--- src/rtl/pbadj_pkg.sv ---
// ----------------------------------------------------------------------------
// pbadj_pkg: shared definitions for the palette brightness adjuster
// Widths, register indexes, the hue sector code, the stage-to-stage payload
// and the small arithmetic helpers used by more than one pipeline stage.
// ----------------------------------------------------------------------------
package pbadj_pkg;

  // Palette size and field widths.
  localparam int unsigned PALETTE_ENTRIES = 256;
  localparam int unsigned ENTRY_W         = $clog2(PALETTE_ENTRIES);
  localparam int unsigned CH_W            = 6;
  localparam int unsigned SCALE_W         = 10;
  localparam int unsigned Q_FRAC          = 8;
  localparam int unsigned PROD_W          = 2 * CH_W;
  localparam int unsigned PACK_W          = 16;
  localparam int unsigned CFG_IDX_W       = 8;

  // Full-scale channel value and the unity brightness factor.
  localparam logic [CH_W-1:0]    CH_MAX      = 6'd63;
  localparam logic [SCALE_W-1:0] SCALE_UNITY = 10'd256;

  // Configuration register indexes.
  localparam logic [CFG_IDX_W-1:0] REG_BRIGHTNESS_SCALE = 8'd0;
  localparam logic [CFG_IDX_W-1:0] REG_PIXEL_FORMAT_555 = 8'd1;

  // Hue sector of a color.
  typedef enum logic [2:0] {
    SECT_0 = 3'd0,
    SECT_1 = 3'd1,
    SECT_2 = 3'd2,
    SECT_3 = 3'd3,
    SECT_4 = 3'd4,
    SECT_5 = 3'd5
  } sector_e;

  // Payload handed from the color split half to the rebuild half.
  typedef struct packed {
    logic [ENTRY_W-1:0] entry_index;
    logic               last;
    logic [CH_W-1:0]    red;
    logic [CH_W-1:0]    green;
    logic [CH_W-1:0]    blue;
    sector_e            sector;
    logic [CH_W-1:0]    sat;
    logic [CH_W-1:0]    hue;
    logic [CH_W-1:0]    value;
  } split_t;

  // Truncating division by 63 for products of two channels. The estimate
  // x * 65 / 4096 is never high and at most one low, so one compare fixes it.
  function automatic logic [CH_W-1:0] div63(input logic [PROD_W-1:0] x);
    logic [PROD_W+6:0] est;
    logic [6:0]        q0;
    logic [PROD_W:0]   back;
    logic [PROD_W:0]   rem;
    logic [6:0]        q;
    est  = (PROD_W+7)'(x) + ((PROD_W+7)'(x) << 6);
    q0   = est[PROD_W+6:PROD_W];
    back = ((PROD_W+1)'(q0) << 6) - (PROD_W+1)'(q0);
    rem  = (PROD_W+1)'(x) - back;
    q    = (rem >= (PROD_W+1)'(CH_MAX)) ? q0 + 7'd1 : q0;
    return q[CH_W-1:0];
  endfunction

  // Packs three 6-bit channels into a 565 or a 555 word.
  function automatic logic [PACK_W-1:0] pack_color(
    input logic [CH_W-1:0] r,
    input logic [CH_W-1:0] g,
    input logic [CH_W-1:0] b,
    input logic            fmt_555
  );
    logic [PACK_W-1:0] word;
    if (fmt_555) begin
      word = {1'b0, r[CH_W-1:1], g[CH_W-1:1], b[CH_W-1:1]};
    end else begin
      word = {r[CH_W-1:1], g, b[CH_W-1:1]};
    end
    return word;
  endfunction

endpackage

--- src/rtl/palette_brightness_adjust_pack16_top.sv ---
// ----------------------------------------------------------------------------
// palette_brightness_adjust_pack16_top: palette entry brightness adjuster
// Usage:
//   An entry is taken at a rising edge with start_i high and busy_o low.
//   busy_o stays low, so a new entry may be started in every cycle.
//   Each result appears for exactly one cycle with done_o high; results
//   leave in start order, one per start, and the pipeline sustains one
//   entry per clock. The seven pipeline registers are input capture, two
//   stages of the saturation and hue dividers, then the product, the
//   first divide-by-63, the value product and the output register.
//   Configuration transactions on the cfg_* channel are always ready;
//   index 0 holds the Q8 brightness factor and index 1 selects 555 over
//   565 packing. Other indexes are ignored. Write them only while no entry
//   is in flight.
//   Reset clears the pipeline valid bits and sets the factor to unity and
//   the packing to 565. The receiver cannot stall, so no result is held.
// ----------------------------------------------------------------------------
module palette_brightness_adjust_pack16_top (
  input  logic                             clk_i,
  input  logic                             rst_ni,
  input  logic                             start_i,
  output logic                             busy_o,
  input  logic [pbadj_pkg::ENTRY_W-1:0]    entry_index_i,
  input  logic [pbadj_pkg::CH_W-1:0]       red_in_i,
  input  logic [pbadj_pkg::CH_W-1:0]       green_in_i,
  input  logic [pbadj_pkg::CH_W-1:0]       blue_in_i,
  input  logic                             last_in_i,
  output logic                             done_o,
  output logic [pbadj_pkg::ENTRY_W-1:0]    entry_index_out_o,
  output logic [pbadj_pkg::CH_W-1:0]       red_out_o,
  output logic [pbadj_pkg::CH_W-1:0]       green_out_o,
  output logic [pbadj_pkg::CH_W-1:0]       blue_out_o,
  output logic [pbadj_pkg::PACK_W-1:0]     packed_color_o,
  output logic                             last_out_o,
  input  logic                             cfg_valid_i,
  output logic                             cfg_ready_o,
  input  logic [pbadj_pkg::CFG_IDX_W-1:0]  cfg_index_i,
  input  logic [pbadj_pkg::SCALE_W-1:0]    cfg_data_i
);
  import pbadj_pkg::*;

  // Configuration registers.
  logic [SCALE_W-1:0] scale_q;
  logic               fmt_555_q;

  assign cfg_ready_o = 1'b1;

  always_ff @(posedge clk_i or negedge rst_ni) begin
    if (!rst_ni) begin
      scale_q   <= SCALE_UNITY;
      fmt_555_q <= 1'b0;
    end else if (cfg_valid_i && cfg_ready_o) begin
      case (cfg_index_i)
        REG_BRIGHTNESS_SCALE: scale_q   <= cfg_data_i;
        REG_PIXEL_FORMAT_555: fmt_555_q <= cfg_data_i[0];
        default: ;
      endcase
    end
  end

  // The pipeline never stalls.
  assign busy_o = 1'b0;

  logic   split_valid;
  split_t split_data;

  pbadj_split u_split (
    .clk_i         (clk_i),
    .rst_ni        (rst_ni),
    .valid_i       (start_i && !busy_o),
    .entry_index_i (entry_index_i),
    .red_i         (red_in_i),
    .green_i       (green_in_i),
    .blue_i        (blue_in_i),
    .last_i        (last_in_i),
    .scale_i       (scale_q),
    .valid_o       (split_valid),
    .data_o        (split_data)
  );

  pbadj_rebuild u_rebuild (
    .clk_i         (clk_i),
    .rst_ni        (rst_ni),
    .valid_i       (split_valid),
    .data_i        (split_data),
    .bypass_i      (scale_q == SCALE_UNITY),
    .fmt_555_i     (fmt_555_q),
    .done_o        (done_o),
    .entry_index_o (entry_index_out_o),
    .red_o         (red_out_o),
    .green_o       (green_out_o),
    .blue_o        (blue_out_o),
    .packed_o      (packed_color_o),
    .last_o        (last_out_o)
  );

endmodule

--- src/rtl/pbadj_div.sv ---
// ----------------------------------------------------------------------------
// pbadj_div: two-stage pipelined restoring divider
// Divides a 12-bit numerator by a 6-bit divisor when the quotient is known to
// fit in six bits. Three quotient bits are resolved per stage.
// ----------------------------------------------------------------------------
module pbadj_div (
  input  logic                          clk_i,
  input  logic [pbadj_pkg::PROD_W-1:0]  num_i,
  input  logic [pbadj_pkg::CH_W-1:0]    den_i,
  output logic [pbadj_pkg::CH_W-1:0]    quo_o
);
  import pbadj_pkg::*;

  localparam int unsigned HALF   = CH_W / 2;
  localparam int unsigned REM1_W = CH_W + HALF;

  logic [PROD_W-1:0] rem_a;
  logic [HALF-1:0]   qhi_d;
  logic [REM1_W-1:0] rem_d, rem_q;
  logic [HALF-1:0]   qhi_q;
  logic [CH_W-1:0]   den_q;
  logic [REM1_W-1:0] rem_b;
  logic [HALF-1:0]   qlo_d;
  logic [CH_W-1:0]   quo_d, quo_q;

  // First stage: upper quotient bits.
  always_comb begin
    logic [PROD_W-1:0] dsh;
    rem_a = num_i;
    qhi_d = '0;
    for (int i = CH_W - 1; i >= int'(HALF); i--) begin
      dsh = PROD_W'(den_i) << i;
      if (rem_a >= dsh) begin
        rem_a = rem_a - dsh;
        qhi_d = {qhi_d[HALF-2:0], 1'b1};
      end else begin
        qhi_d = {qhi_d[HALF-2:0], 1'b0};
      end
    end
    rem_d = rem_a[REM1_W-1:0];
  end

  always_ff @(posedge clk_i) begin
    rem_q <= rem_d;
    qhi_q <= qhi_d;
    den_q <= den_i;
  end

  // Second stage: lower quotient bits.
  always_comb begin
    logic [REM1_W-1:0] dsh;
    rem_b = rem_q;
    qlo_d = '0;
    for (int i = HALF - 1; i >= 0; i--) begin
      dsh = REM1_W'(den_q) << i;
      if (rem_b >= dsh) begin
        rem_b = rem_b - dsh;
        qlo_d = {qlo_d[HALF-2:0], 1'b1};
      end else begin
        qlo_d = {qlo_d[HALF-2:0], 1'b0};
      end
    end
    quo_d = {qhi_q, qlo_d};
  end

  always_ff @(posedge clk_i) begin
    quo_q <= quo_d;
  end

  assign quo_o = quo_q;

endmodule

--- src/rtl/pbadj_split.sv ---
// ----------------------------------------------------------------------------
// pbadj_split: color split half of the pipeline
// Captures an entry, finds max, min and hue sector, divides out saturation
// and hue offset, and scales the value by the brightness factor.
// ----------------------------------------------------------------------------
module pbadj_split (
  input  logic                             clk_i,
  input  logic                             rst_ni,
  input  logic                             valid_i,
  input  logic [pbadj_pkg::ENTRY_W-1:0]    entry_index_i,
  input  logic [pbadj_pkg::CH_W-1:0]       red_i,
  input  logic [pbadj_pkg::CH_W-1:0]       green_i,
  input  logic [pbadj_pkg::CH_W-1:0]       blue_i,
  input  logic                             last_i,
  input  logic [pbadj_pkg::SCALE_W-1:0]    scale_i,
  output logic                             valid_o,
  output pbadj_pkg::split_t                data_o
);
  import pbadj_pkg::*;

  localparam int unsigned VP_W = SCALE_W + CH_W;

  // Side-band payload that travels beside the dividers.
  typedef struct packed {
    logic [ENTRY_W-1:0] entry_index;
    logic               last;
    logic [CH_W-1:0]    red;
    logic [CH_W-1:0]    green;
    logic [CH_W-1:0]    blue;
    sector_e            sector;
    logic               hue_inv;
    logic               mx_zero;
  } side_t;

  // Stage A: input capture.
  logic               a_valid_q;
  logic [ENTRY_W-1:0] a_idx_q;
  logic               a_last_q;
  logic [CH_W-1:0]    a_red_q, a_green_q, a_blue_q;

  always_ff @(posedge clk_i or negedge rst_ni) begin
    if (!rst_ni) begin
      a_valid_q <= 1'b0;
    end else begin
      a_valid_q <= valid_i;
    end
  end

  always_ff @(posedge clk_i) begin
    a_idx_q   <= entry_index_i;
    a_last_q  <= last_i;
    a_red_q   <= red_i;
    a_green_q <= green_i;
    a_blue_q  <= blue_i;
  end

  // Max, min, spread and hue sector of the captured color.
  logic [CH_W-1:0]   mx, mn, spread, hdiff;
  sector_e           sector;
  logic              hue_inv;
  logic [PROD_W-1:0] num_sat, num_hue;

  always_comb begin
    if (a_red_q >= a_green_q && a_red_q >= a_blue_q) begin
      mx = a_red_q;
    end else if (a_green_q >= a_blue_q) begin
      mx = a_green_q;
    end else begin
      mx = a_blue_q;
    end
    if (a_red_q <= a_green_q && a_red_q <= a_blue_q) begin
      mn = a_red_q;
    end else if (a_green_q <= a_blue_q) begin
      mn = a_green_q;
    end else begin
      mn = a_blue_q;
    end
    spread = mx - mn;
  end

  always_comb begin
    if (a_red_q == mx) begin
      if (a_green_q >= a_blue_q) begin
        sector = SECT_0; hdiff = a_green_q - a_blue_q; hue_inv = 1'b0;
      end else begin
        sector = SECT_5; hdiff = a_blue_q - a_green_q; hue_inv = 1'b1;
      end
    end else if (a_green_q == mx) begin
      if (a_blue_q >= a_red_q) begin
        sector = SECT_2; hdiff = a_blue_q - a_red_q; hue_inv = 1'b0;
      end else begin
        sector = SECT_1; hdiff = a_red_q - a_blue_q; hue_inv = 1'b1;
      end
    end else if (a_red_q >= a_green_q) begin
      sector = SECT_4; hdiff = a_red_q - a_green_q; hue_inv = 1'b0;
    end else begin
      sector = SECT_3; hdiff = a_green_q - a_red_q; hue_inv = 1'b1;
    end
  end

  // Numerators scaled by 63.
  assign num_sat = (PROD_W'(spread) << CH_W) - PROD_W'(spread);
  assign num_hue = (PROD_W'(hdiff) << CH_W) - PROD_W'(hdiff);

  // Saturation and hue offset dividers, two stages each.
  logic [CH_W-1:0] sat_quo, hue_quo;

  pbadj_div u_div_sat (
    .clk_i (clk_i),
    .num_i (num_sat),
    .den_i (mx),
    .quo_o (sat_quo)
  );

  pbadj_div u_div_hue (
    .clk_i (clk_i),
    .num_i (num_hue),
    .den_i (spread),
    .quo_o (hue_quo)
  );

  // Stage B: side-band beside the first divider stage.
  logic            b_valid_q;
  side_t           b_side_q;
  logic [CH_W-1:0] b_mx_q;
  side_t           b_side_d;

  always_comb begin
    b_side_d.entry_index = a_idx_q;
    b_side_d.last        = a_last_q;
    b_side_d.red         = a_red_q;
    b_side_d.green       = a_green_q;
    b_side_d.blue        = a_blue_q;
    b_side_d.sector      = sector;
    b_side_d.hue_inv     = hue_inv;
    b_side_d.mx_zero     = (mx == '0);
  end

  always_ff @(posedge clk_i or negedge rst_ni) begin
    if (!rst_ni) begin
      b_valid_q <= 1'b0;
    end else begin
      b_valid_q <= a_valid_q;
    end
  end

  always_ff @(posedge clk_i) begin
    b_side_q <= b_side_d;
    b_mx_q   <= mx;
  end

  // Value scaled by the Q8 brightness factor, saturated at full scale.
  logic [VP_W-1:0]       vprod;
  logic [VP_W-Q_FRAC-1:0] vshift;
  logic [CH_W-1:0]       value_d;

  assign vprod   = VP_W'(scale_i) * VP_W'(b_mx_q);
  assign vshift  = vprod[VP_W-1:Q_FRAC];
  assign value_d = (|vshift[VP_W-Q_FRAC-1:CH_W]) ? CH_MAX : vshift[CH_W-1:0];

  // Stage C: side-band beside the second divider stage.
  logic            c_valid_q;
  side_t           c_side_q;
  logic [CH_W-1:0] c_value_q;

  always_ff @(posedge clk_i or negedge rst_ni) begin
    if (!rst_ni) begin
      c_valid_q <= 1'b0;
    end else begin
      c_valid_q <= b_valid_q;
    end
  end

  always_ff @(posedge clk_i) begin
    c_side_q  <= b_side_q;
    c_value_q <= value_d;
  end

  // A black color has zero saturation; the inverted sectors count down.
  always_comb begin
    data_o.entry_index = c_side_q.entry_index;
    data_o.last        = c_side_q.last;
    data_o.red         = c_side_q.red;
    data_o.green       = c_side_q.green;
    data_o.blue        = c_side_q.blue;
    data_o.sector      = c_side_q.sector;
    data_o.sat         = c_side_q.mx_zero ? '0 : sat_quo;
    data_o.hue         = c_side_q.hue_inv ? CH_MAX - hue_quo : hue_quo;
    data_o.value       = c_value_q;
  end

  assign valid_o = c_valid_q;

endmodule

--- src/rtl/pbadj_rebuild.sv ---
// ----------------------------------------------------------------------------
// pbadj_rebuild: color rebuild half of the pipeline
// Forms the low, rising and falling channel levels for the sector, selects
// the channels, applies bypass and packs the 16-bit word.
// ----------------------------------------------------------------------------
module pbadj_rebuild (
  input  logic                             clk_i,
  input  logic                             rst_ni,
  input  logic                             valid_i,
  input  pbadj_pkg::split_t                data_i,
  input  logic                             bypass_i,
  input  logic                             fmt_555_i,
  output logic                             done_o,
  output logic [pbadj_pkg::ENTRY_W-1:0]    entry_index_o,
  output logic [pbadj_pkg::CH_W-1:0]       red_o,
  output logic [pbadj_pkg::CH_W-1:0]       green_o,
  output logic [pbadj_pkg::CH_W-1:0]       blue_o,
  output logic [pbadj_pkg::PACK_W-1:0]     packed_o,
  output logic                             last_o
);
  import pbadj_pkg::*;

  // Payload that rides along unchanged through the rebuild stages.
  typedef struct packed {
    logic [ENTRY_W-1:0] entry_index;
    logic               last;
    logic [CH_W-1:0]    red;
    logic [CH_W-1:0]    green;
    logic [CH_W-1:0]    blue;
    sector_e            sector;
    logic [CH_W-1:0]    value;
    logic               sat_zero;
  } meta_t;

  meta_t meta_d;

  always_comb begin
    meta_d.entry_index = data_i.entry_index;
    meta_d.last        = data_i.last;
    meta_d.red         = data_i.red;
    meta_d.green       = data_i.green;
    meta_d.blue        = data_i.blue;
    meta_d.sector      = data_i.sector;
    meta_d.value       = data_i.value;
    meta_d.sat_zero    = (data_i.sat == '0);
  end

  // Stage D: saturation products.
  logic              d_valid_q;
  meta_t             d_meta_q;
  logic [PROD_W-1:0] d_p_off_q, d_p_inv_q, d_p_low_q;

  always_ff @(posedge clk_i or negedge rst_ni) begin
    if (!rst_ni) begin
      d_valid_q <= 1'b0;
    end else begin
      d_valid_q <= valid_i;
    end
  end

  always_ff @(posedge clk_i) begin
    d_meta_q  <= meta_d;
    d_p_off_q <= PROD_W'(data_i.sat) * PROD_W'(data_i.hue);
    d_p_inv_q <= PROD_W'(data_i.sat) * PROD_W'(CH_MAX - data_i.hue);
    d_p_low_q <= PROD_W'(data_i.value) * PROD_W'(CH_MAX - data_i.sat);
  end

  // Stage E: first division by 63 and the complements.
  logic            e_valid_q;
  meta_t           e_meta_q;
  logic [CH_W-1:0] e_t_off_q, e_t_inv_q, e_low_q;

  always_ff @(posedge clk_i or negedge rst_ni) begin
    if (!rst_ni) begin
      e_valid_q <= 1'b0;
    end else begin
      e_valid_q <= d_valid_q;
    end
  end

  always_ff @(posedge clk_i) begin
    e_meta_q  <= d_meta_q;
    e_t_off_q <= CH_MAX - div63(d_p_off_q);
    e_t_inv_q <= CH_MAX - div63(d_p_inv_q);
    e_low_q   <= div63(d_p_low_q);
  end

  // Stage F: value times the complements.
  logic              f_valid_q;
  meta_t             f_meta_q;
  logic [PROD_W-1:0] f_m_off_q, f_m_inv_q;
  logic [CH_W-1:0]   f_low_q;

  always_ff @(posedge clk_i or negedge rst_ni) begin
    if (!rst_ni) begin
      f_valid_q <= 1'b0;
    end else begin
      f_valid_q <= e_valid_q;
    end
  end

  always_ff @(posedge clk_i) begin
    f_meta_q  <= e_meta_q;
    f_m_off_q <= PROD_W'(e_meta_q.value) * PROD_W'(e_t_off_q);
    f_m_inv_q <= PROD_W'(e_meta_q.value) * PROD_W'(e_t_inv_q);
    f_low_q   <= e_low_q;
  end

  // Final division, sector select, grey and bypass.
  logic [CH_W-1:0] off, inv, v;
  logic [CH_W-1:0] red_d, green_d, blue_d;

  assign off = div63(f_m_off_q);
  assign inv = div63(f_m_inv_q);
  assign v   = f_meta_q.value;

  always_comb begin
    if (bypass_i) begin
      red_d   = f_meta_q.red;
      green_d = f_meta_q.green;
      blue_d  = f_meta_q.blue;
    end else if (f_meta_q.sat_zero) begin
      red_d   = v;
      green_d = v;
      blue_d  = v;
    end else begin
      case (f_meta_q.sector)
        SECT_0: begin
          red_d = v;       green_d = inv;     blue_d = f_low_q;
        end
        SECT_1: begin
          red_d = off;     green_d = v;       blue_d = f_low_q;
        end
        SECT_2: begin
          red_d = f_low_q; green_d = v;       blue_d = inv;
        end
        SECT_3: begin
          red_d = f_low_q; green_d = off;     blue_d = v;
        end
        SECT_4: begin
          red_d = inv;     green_d = f_low_q; blue_d = v;
        end
        default: begin
          red_d = v;       green_d = f_low_q; blue_d = off;
        end
      endcase
    end
  end

  // Stage G: output registers.
  logic               done_q;
  logic [ENTRY_W-1:0] idx_q;
  logic [CH_W-1:0]    red_q, green_q, blue_q;
  logic [PACK_W-1:0]  packed_q;
  logic               last_q;

  always_ff @(posedge clk_i or negedge rst_ni) begin
    if (!rst_ni) begin
      done_q <= 1'b0;
    end else begin
      done_q <= f_valid_q;
    end
  end

  always_ff @(posedge clk_i) begin
    idx_q    <= f_meta_q.entry_index;
    last_q   <= f_meta_q.last;
    red_q    <= red_d;
    green_q  <= green_d;
    blue_q   <= blue_d;
    packed_q <= pack_color(red_d, green_d, blue_d, fmt_555_i);
  end

  assign done_o        = done_q;
  assign entry_index_o = idx_q;
  assign red_o         = red_q;
  assign green_o       = green_q;
  assign blue_o        = blue_q;
  assign packed_o      = packed_q;
  assign last_o        = last_q;

endmodule

--- config.mk ---
export PLATFORM = sky130hd
export DESIGN_NAME = palette_brightness_adjust_pack16_top
export DESIGN_NICKNAME = d
export VERILOG_FILES = /design/src/rtl/pbadj_pkg.sv /design/src/rtl/palette_brightness_adjust_pack16_top.sv /design/src/rtl/pbadj_div.sv /design/src/rtl/pbadj_split.sv /design/src/rtl/pbadj_rebuild.sv
export SDC_FILE = /design/constraint.sdc
export NUM_CORES = 1
export LEC_CHECK = 0
export BUFFER_PORTS_ARGS = -buffer_cell sky130_fd_sc_hd__buf_2
export CAP_MARGIN = 40
export CORE_MARGIN = 2
export CORE_UTILIZATION = 30
export CTS_BUF_LIST = sky130_fd_sc_hd__clkbuf_8 sky130_fd_sc_hd__clkbuf_16
export DETAILED_ROUTE_END_ITERATION = 8
export GPL_TIMING_DRIVEN = 0
export SLEW_MARGIN = 20
export SYNTH_ARGS = -nofsm -noshare
export SYNTH_HDL_FRONTEND = slang
export SYNTH_SLANG_ARGS = --single-unit
export TNS_END_PERCENT = 5
--- constraint.sdc ---
create_clock -name clk_i -period 12.9 [get_ports clk_i]
set_input_delay 1.29 -clock clk_i [delete_from_list [all_inputs] [get_ports clk_i]]
set_output_delay 1.29 -clock clk_i [all_outputs]
set_load 0.01 [all_outputs]
==> results of run 1 <==
==> cell families after synthesis <==
group	Yosys count	share of synthesized area, %
fa+ha+maj	504	26.8
other cells	2	0.0275
compound gates	569	13.7
mux	84	3.38
flops	393	29.2
xor+xnor	204	6.80
simple gates	758	14.1
buf+inv	433	6.12
==> worst max-delay path, delay by kind of cell (launching register included) <==
family                     cells  cell delay (ns)
buffers and inverters          6             1.54
and+or+nand+nor               12             1.90
xor gates and xnor gates       1             0.30
AOI/OAI and AO/OA             15             3.48
adders and majority gates      5             1.72
DFF                            1             0.72
muxes                          5             2.07
==> state kept, by name, summed over array words and instances (netlist names), 12 cells and up <==
name and flops:
u_rebuild.d_p_inv_q 12, u_rebuild.f_m_inv_q 12, u_rebuild.d_p_off_q 12, u_rebuild.f_meta_q 31, u_rebuild.d_p_low_q 12, u_split.b_side_q 31
u_rebuild.e_meta_q 37, u_rebuild.d_meta_q 37, u_rebuild.packed_o 12, u_rebuild.f_m_off_q 12, u_split.data_o 30
==> metal layers <==
| layer | share of wire [%] | vias up | GRT usage (%) |
|---|---|---|---|
| met4 | 3.1 | 0 | 4.56 |
| met3 | 3.7 | 115 | 1.80 |
| met5 | 0 | - | 0 |
| li1 | - | 10264 | - |
| met1 | 45 | 9395 | 16.7 |
| met2 | 48 | 354 | 22.9 |
==> metrics by stage <==
stage / hold WS [ns] / cell area [um2] / util (%) / cells / worst slack [ns]
3_5_place_dp: 0.312 / 29200 / 32.4 / 4216 / 0.772
2_1_floorplan: 0.310 / 27300 / - / 2947 / 3.30
5_1_grt: 0.323 / 30800 / 34.2 / 4298 / 0.158
6_report: 0.319 / 30800 / 34.2 / 4298 / 0.989
4_1_cts: 0.324 / 30800 / 34.2 / 4297 / 0.725
3_3_place_gp: 0.309 / 29200 / 32.4 / 4215 / 0.873
==> how the worst max path moves through the flow <==
| stage | slack, ns | cells after the start | endpoint | from |
|---|---|---|---|---|
| global placement | 0.87 | 43 | u_split.u_div_hue.rem_q[8]$_DFF_P_ | u_split.a_green_q[1]$_DFF_P_ |
| global route | 0.16 | 43 | u_split.u_div_hue.rem_q[8]$_DFF_P_ | u_split.a_green_q[1]$_DFF_P_ |
| floorplan | 3.30 | 45 | u_split.u_div_hue.rem_q[5]$_DFF_P_ | u_split.a_red_q[1]$_DFF_P_ |
| finish | 0.99 | 44 | u_split.u_div_hue.rem_q[7]$_DFF_P_ | u_split.a_red_q[1]$_DFF_P_ |
| detailed placement | 0.77 | 44 | u_split.u_div_hue.rem_q[7]$_DFF_P_ | u_split.a_red_q[1]$_DFF_P_ |
| CTS | 0.72 | 44 | u_split.u_div_hue.rem_q[7]$_DFF_P_ | u_split.a_red_q[1]$_DFF_P_ |
==> cell usage in the layout, fill, tap and decap left out, types with 37 or more instances in the layout <==
| cell | n |
|---|---|
| mux2_2 | 45 |
| nand2b_1 | 50 |
| clkbuf_1 | 45 |
| dfxtp_1 | 375 |
| fa_1 | 132 |
| nand2_1 | 224 |
| a21oi_1 | 148 |
| nor2_1 | 146 |
| inv_1 | 366 |
| and2_1 | 96 |
| buf_2 | 98 |
| xnor2_1 | 163 |
| nor3_1 | 37 |
| clkbuf_16 | 44 |
| nor2b_1 | 63 |
| ha_1 | 371 |
| a21o_1 | 50 |
| o21ai_0 | 120 |
==> timing repair <==
item                       in CTS  in global routing
hold buffers                    0                  0
gates resized for setup         0                  3
setup endpoints to repair       0                  6
==> area by class of cell <==
| class | count | area (um2) | area share (%) |
|---|---|---|---|
| repair buffers | 94 | 473 | 1.54 |
| inverters | 368 | 1380 | 4.49 |
| clock inverters | 32 | 398 | 1.29 |
| multi-input cells | 2121 | 17600 | 57.3 |
| well taps | 1176 | 1470 | 4.78 |
| flip-flops and latches | 393 | 7960 | 25.9 |
| plain buffers | 65 | 290 | 0.943 |
| clock buffers | 49 | 1170 | 3.80 |
==> flow_summary_export.csv, run 1 <==
group,metric,value,unit
outcome,status,"completed",
global_route,antenna_found_initial,0,
clock_tree,cts_tree,"done",
floorplan,dieArea,93300,um2
worst_setup_path,slowest_stage,"dfxtp_1",
worst_setup_path,critPathMaxFanout,11,
drt,first_pass_iters,5,
yosys,yosysTopAreaCellShare,27.5,%
timing,slew_headroom,44.5,%
yosys,ys_seq_area_share,29.2,%
global_route,overflow,0,
drt,vias,20128,
worst_setup_path,crit_required,13.38,ns
yosys,yosys.area.top_type,"dfxtp_1",
yosys,synth.distinct_cells,98,
layout,num_antenna_cells,0,
timing,worst_pin_slew,0.822,ns
drt,viasPerCell,4.68,
yosys,synth_warnings,0,
place,place_hpwl,49.3,mm
worst_setup_path,r2r_end,"u_split.u_div_hue.rem_q[7]$_DFF_P_",
yosys,synth_top_flop_cell,"dfxtp_1",
layout,n_fill_cell,9285,
clock_tree,h-tree-depth,2,
drt,drt_iter0_markers,1081,
timing,drv_slew,0,
floorplan,core_area,90000,um2
floorplan,die_x,305,um
worst_setup_path,start_kind,"flip-flop",
timing,grt_setup_unrepaired,"false",
layout,nets,3639,
clock_tree,cts_sinks,393,
worst_setup_path,r2r-start,"u_split.a_red_q[1]$_DFF_P_",
drt,wire_per_inst,14.2,um
place,port_buffers,92,
run,cap_violations,0,
clock_tree,clockBufferDepth,3,
drt,detail-route-antenna-nets,0,
yosys,synth_common_cells,"375 x dfxtp_1, 371 x ha_1, 362 x inv_1",
clock_tree,root_buffer,"clkbuf_16",
yosys,ys_top_cells_by_area,"dfxtp_1 28%, ha_1 17%, fa_1 9.7%, xnor2_1 5.2%, inv_1 5.0%",
timing,period_share,92.3,%
worst_setup_path,rrSetupSlack,0.99,ns
worst_setup_path,reg2regPathDepth,44,
layout,drive_above_1_share,9.22,%
worst_hold_path,hp-class,"flip-flop to flip-flop",
floorplan,num_rows,110,
yosys,syn_inst,2947,
clock_tree,cts_setup_buffers,0,
clock_tree,cts_made_buffers,44,
worst_setup_path,max_stage_delay,0.72,ns
worst_setup_path,critPathKind,"flip-flop to flip-flop",
worst_setup_path,endpoint_kind,"flip-flop",
floorplan,die_h,305,um
timing,skew,0.0481,ns
yosys,async_reset_ff_share,4.58,%
timing,setup_tns,0,ns
global_route,grt_usage,13.2,%
layout,areaGrowthSynthToFinish,12.9,%
worst_hold_path,hp-start,"u_split.data_o[26]$_DFF_P_",
drt,drc,0,
yosys,syn_nets,3499,
timing,hold_viol_final,0,
place,routabilityCongestion,0.911,
yosys,syn_area_per_cell,9.25,um2
worst_hold_path,min_to,"u_rebuild.d_meta_q[15]$_DFF_P_",
floorplan,ios,95,
global_route,grt_max_degree,19,
yosys,yosys_register_bits,393,
timing,fmax,84.0,MHz
yosys,synth_edf_count,0,
floorplan,initial_core_util,30.3,%
global_route,grt_first_pass_wirelength,101,mm
timing,setup_viol,0,
clock_tree,cts.clk_slew.worst_paths,0.08,ns
worst_setup_path,cp.arrival,12.39,ns
worst_hold_path,hold_depth,0,
yosys,synth_most_common_cell,"dfxtp_1",
yosys,syn_area,27300,um2
timing,fin_crit,11.91,ns
drt,wl,61.1,mm
clock_tree,clock_latency,0.60,ns
global_route,grt_pass1_vias,20228,
Power of run 1 is left out: the tool's default activity adds up to more than one toggle a clock period on the data nets, which glitch-free logic cannot reach.
==> run 2, diff against run 1 <==
CAP_MARGIN = 15   (was 40)
clock period = 14.8 ns   (was 12.9 ns; I/O delays follow)
==> run 2 against run 1 <==
Compared with the run above:
- sequential share of layout area is 0.073 points higher
- final cell count about the same
- global-route usage barely moved
- wire length rose by 0.22%
- critical path depth unchanged
- die area unchanged
- non-clock buffer count decreased by 2
- register-to-register slack better by 1.6 ns
- worst hold slack better by 0.0035 ns
- highest routed layer unchanged
==> flow_summary_export.csv, run 2 (synthesis gave the netlist of run 1 again) <==
group,metric,value,unit
outcome,status,"completed",
worst_setup_path,slowest_stage,"dfxtp_1",
timing,period_share,82.7,%
clock_tree,clockBufferDepth,3,
worst_setup_path,endpoint_kind,"flip-flop",
timing,slew_headroom,40.4,%
timing,fmax,81.7,MHz
drt,wire_per_inst,14.3,um
drt,first_pass_iters,7,
floorplan,initial_core_util,30.3,%
place,place_hpwl,49.2,mm
floorplan,dieArea,93300,um2
clock_tree,h-tree-depth,2,
layout,final_cell_mix,"375 x dfxtp_1, 371 x ha_1, 369 x inv_1",
worst_setup_path,reg2regPathDepth,44,
place,postPlaceCellArea,29200,um2
worst_hold_path,hp-class,"flip-flop to flip-flop",
floorplan,die_x,305,um
layout,areaGrowthSynthToFinish,12.6,%
clock_tree,cts-hold-fix-buffers,0,
global_route,grt_usage,13.2,%
worst_setup_path,max_stage_delay,0.71,ns
timing,fin_crit,12.24,ns
place,routabilityCongestion,0.911,
layout,nets,3637,
run,cap_violations,0,
clock_tree,cts_sinks,393,
place,port_buffers,92,
worst_setup_path,critPathMaxFanout,11,
timing,grt_setup_unrepaired,"false",
drt,wl,61.3,mm
clock_tree,ctsResizeCount,0,
floorplan,die_h,305,um
clock_tree,root_buffer,"clkbuf_16",
worst_hold_path,hp-start,"u_split.a_idx_q[6]$_DFF_P_",
timing,setup_viol,0,
floorplan,core_area,90000,um2
layout,final_area,30700,um2
timing,setup_tns,0,ns
layout,regArea,7960,um2
timing,worst_pin_slew,0.889,ns
drt,viasPerCell,4.69,
clock_tree,cts_made_buffers,44,
layout,multi_input_area,17600,um2
global_route,grt_pass1_vias,20100,
layout,fin_util,34.1,%
global_route,antenna_found_initial,0,
drt,drt_iter0_markers,1065,
layout,drive_above_1_share,8.95,%
drt,drc,0,
clock_tree,clock_latency,0.60,ns
layout,n_fill_cell,9308,
floorplan,ios,95,
floorplan,num_rows,110,
worst_setup_path,rrSetupSlack,2.56,ns
global_route,grt_first_pass_wirelength,101,mm
timing,skew,0.0481,ns
clock_tree,cts_tree,"done",
drt,vias,20122,
timing,drv_slew,0,
worst_setup_path,start_kind,"flip-flop",
worst_setup_path,crit_required,15.28,ns
global_route,overflow,0,
clock_tree,cts_setup_buffers,0,
worst_setup_path,crit_start,"u_split.a_red_q[1]$_DFF_P_",
worst_setup_path,cp.arrival,12.72,ns
drt,detail-route-antenna-nets,0,
worst_setup_path,crit_end,"u_split.u_div_hue.rem_q[8]$_DFF_P_",
worst_setup_path,r2r_end,"u_split.u_div_hue.rem_q[8]$_DFF_P_",
worst_setup_path,r2r-start,"u_split.a_red_q[1]$_DFF_P_",
clock_tree,cts.clk_slew.worst_paths,0.08,ns
worst_setup_path,critPathKind,"flip-flop to flip-flop",
layout,top_regs,"u_rebuild.d_meta_q x37, u_rebuild.e_meta_q x37",
timing,hold_viol_final,0,
global_route,grt_max_degree,19,
layout,num_antenna_cells,0,
layout,final_common_cell,"dfxtp_1",
## run 2: layout make-up
cell class	instances	share of cell area, %
Inverter	368	4.50
Timing Repair Buffer	92	1.50
Clock buffer	50	3.86
Multi-Input combinational cell	2121	57.5
Tap cell	1176	4.79
Buffer	65	0.942
Sequential cell	393	25.9
Clock inverter	29	1.02
## run 2: per-layer routing
metal	up-vias	GRT usage (%)	part of all wire, %
li1	10246	-	-
met1	9403	16.5	45
met2	364	23.0	48
met3	109	2.01	4.3
met4	0	4.54	3.0
met5	-	0	0
## run 2: through the flow
step / instances / worst slack, ns / hold slack, ns
5_1_grt: 4294 / 1.72 / 0.326
3_3_place_gp: 4215 / 2.77 / 0.309
6_report: 4294 / 2.56 / 0.323
2_1_floorplan: 2947 / 5.20 / 0.310
4_1_cts: 4294 / 2.65 / 0.321
3_5_place_dp: 4215 / 2.71 / 0.312
## run 2: worst min-delay path by stage
stage | cells past startpoint | slack (ns) | end
2_1_floorplan | 0 | 0.31 | u_rebuild.d_meta_q[10]$_DFF_P_
3_3_place_gp | 0 | 0.31 | u_rebuild.f_meta_q[34]$_DFF_P_
3_5_place_dp | 0 | 0.31 | u_rebuild.d_meta_q[12]$_DFF_P_
4_1_cts | 0 | 0.32 | u_rebuild.e_meta_q[18]$_DFF_P_
5_1_grt | 0 | 0.33 | u_split.data_o[21]$_DFF_P_
6_report | 0 | 0.32 | u_split.b_side_q[30]$_DFF_P_
## run 2: worst max-delay path: cells and delay by family, from the launching register on
| kind | cells | cell delay (ns) |
|---|---|---|
| buffers and inverters | 6 | 1.75 |
| XOR/XNOR | 1 | 0.28 |
| AND/OR/NAND/NOR | 12 | 2.04 |
| multiplexers | 5 | 2.11 |
| AO/OA/AOI/OAI | 15 | 3.48 |
| adder cells (fa/ha/maj) | 5 | 1.74 |
| flip-flops | 1 | 0.71 |
Power of run 2 is left out for the same reason.
==> run 3, diff against run 2 <==
clock period = 11.68 ns   (was 14.8 ns; I/O delays follow)
==> run 3 against run 2 <==
Compared with the run above:
- maximum frequency rose by 12%
- utilization increased by 0.057 points
- critical path depth fell by 1
- largest cell class unchanged
==> flow_summary_export.csv, run 3 (synthesis gave the netlist of run 1 again) <==
group,metric,value,unit
global_route,grt_max_degree,19,
worst_setup_path,reg2regPathDepth,43,
global_route,antenna_found_initial,0,
layout,final_common_cell,"ha_1",
layout,final_cells,4294,
timing,grt_setup_unrepaired,"false",
clock_tree,h-tree-depth,2,
layout,drive_above_1_share,9.56,%
global_route,grt_pass1_vias,20109,
drt,vias,20150,
timing,hold_viol_final,0,
layout,nets,3637,
place,routabilityCongestion,0.911,
worst_setup_path,path_common_cell,"a21oi_1",
timing,fin_crit,10.96,ns
clock_tree,cts_sinks,393,
worst_hold_path,hold_depth,0,
floorplan,initial_core_util,30.3,%
worst_setup_path,cp.arrival,11.45,ns
worst_setup_path,start_kind,"flip-flop",
timing,whs,0.323,ns
floorplan,ios,95,
place,dp_worst_setup_slack,-0.411,ns
timing,skew,0.0457,ns
floorplan,num_rows,110,
worst_hold_path,min_to,"u_split.b_side_q[30]$_DFF_P_",
timing,setup_viol,0,
clock_tree,cts_tree,"done",
clock_tree,clockBufferDepth,3,
place,placed_cells,4215,
run,cap_violations,0,
floorplan,die_x,305,um
drt,wl,61.3,mm
worst_setup_path,critPathMaxFanout,10,
global_route,overflow,0,
drt,first_pass_iters,6,
floorplan,die_h,305,um
timing,drv_slew,0,
worst_setup_path,r2r-start,"u_split.a_blue_q[2]$_DFF_P_",
worst_setup_path,rrSetupSlack,0.72,ns
floorplan,dieArea,93300,um2
worst_hold_path,hp-class,"flip-flop to flip-flop",
layout,num_antenna_cells,0,
clock_tree,cts_made_buffers,44,
outcome,status,"completed",
worst_setup_path,crit_required,12.16,ns
global_route,grt_first_pass_wirelength,101,mm
drt,drt_iter0_markers,967,
worst_setup_path,critPathKind,"flip-flop to flip-flop",
drt,drc,0,
place,port_buffers,92,
drt,viasPerCell,4.69,
layout,areaGrowthSynthToFinish,12.8,%
drt,wire_per_inst,14.3,um
worst_setup_path,endpoint_kind,"flip-flop",
place,place_hpwl,49.2,mm
timing,fmax,91.2,MHz
drt,detail-route-antenna-nets,0,
worst_setup_path,r2r_end,"u_split.u_div_hue.rem_q[8]$_DFF_P_",
layout,top_regs,"u_rebuild.d_meta_q x37, u_rebuild.e_meta_q x37",
timing,period_share,93.9,%
layout,final_cell_mix,"371 x ha_1, 369 x inv_1, 369 x dfxtp_1",
timing,slew_headroom,39.4,%
timing,setup_tns,0,ns
global_route,grt_usage,13.2,%
worst_setup_path,slowest_stage,"o32ai_1",
clock_tree,cts.clk_slew.worst_paths,0.06,ns
worst_hold_path,hp-start,"u_split.a_idx_q[6]$_DFF_P_",
worst_setup_path,max_stage_delay,0.70,ns
timing,worst_pin_slew,0.904,ns
clock_tree,root_buffer,"clkbuf_16",
clock_tree,clock_latency,0.60,ns
timing,fin_ws,0.715,ns
clock_tree,cts-hold-fix-buffers,0,
floorplan,core_area,90000,um2
## run 3: worst max path at each step
| stage | startpoint | end | slack [ns] | cells past startpoint |
|---|---|---|---|---|
| after CTS | u_split.a_green_q[1]$_DFF_P_ | u_split.u_div_hue.rem_q[8]$_DFF_P_ | 0.12 | 45 |
| after detailed placement | u_split.a_green_q[1]$_DFF_P_ | u_split.u_div_hue.rem_q[8]$_DFF_P_ | -0.41 | 43 |
| after global placement | u_split.a_green_q[1]$_DFF_P_ | u_split.u_div_hue.rem_q[8]$_DFF_P_ | -0.35 | 43 |
| after floorplan | u_split.a_red_q[1]$_DFF_P_ | u_split.u_div_hue.rem_q[5]$_DFF_P_ | 2.08 | 45 |
| after global routing | u_split.a_blue_q[2]$_DFF_P_ | u_split.u_div_hue.rem_q[8]$_DFF_P_ | 0.07 | 43 |
| final | u_split.a_blue_q[2]$_DFF_P_ | u_split.u_div_hue.rem_q[8]$_DFF_P_ | 0.72 | 43 |
## run 3: what timing repair did
item,CTS,global route
resized for setup,4,18
buffers inserted,1,0
pin swaps,1,0
setup endpoints to repair,7,11
## run 3: through the flow
step                util (%)  instance area [um2]
finish                  34.2                30700
global route            34.2                30700
detailed placement      32.4                29200
floorplan                  -                27300
CTS                     34.1                30700
global placement        32.4                29200
## run 3: cell type report
cell class	instances	area, um2
plain buffers	64	289
clock buffers	50	1180
clock inverters	29	314
fillers	9301	59300
inverters	368	1380
multi-input cells	2121	17700
flip-flops and latches	393	7970
well taps	1176	1470
repair buffers	93	468
## run 3: worst max-delay path: cells and delay by family, from the launching register on
| family | cells | cell delay, ns |
|---|---|---|
| AO/OA/AOI/OAI | 16 | 3.86 |
| XOR/XNOR | 2 | 0.48 |
| adder cells (fa/ha/maj) | 5 | 1.63 |
| buffers and inverters | 5 | 1.16 |
| flip-flops | 1 | 0.55 |
| multiplexers | 3 | 1.20 |
| AND/OR/NAND/NOR | 12 | 1.94 |
## run 3: per-layer routing
layer  vias up  share of wire [%]  GRT usage (%)
li1      10245                  -              -
met1      9427                 45           16.5
met2       363                 48           23.0
met3       115                4.3           2.00
met4         0                3.0           4.48
met5         -                  0              0
Power of run 3 is left out for the same reason.
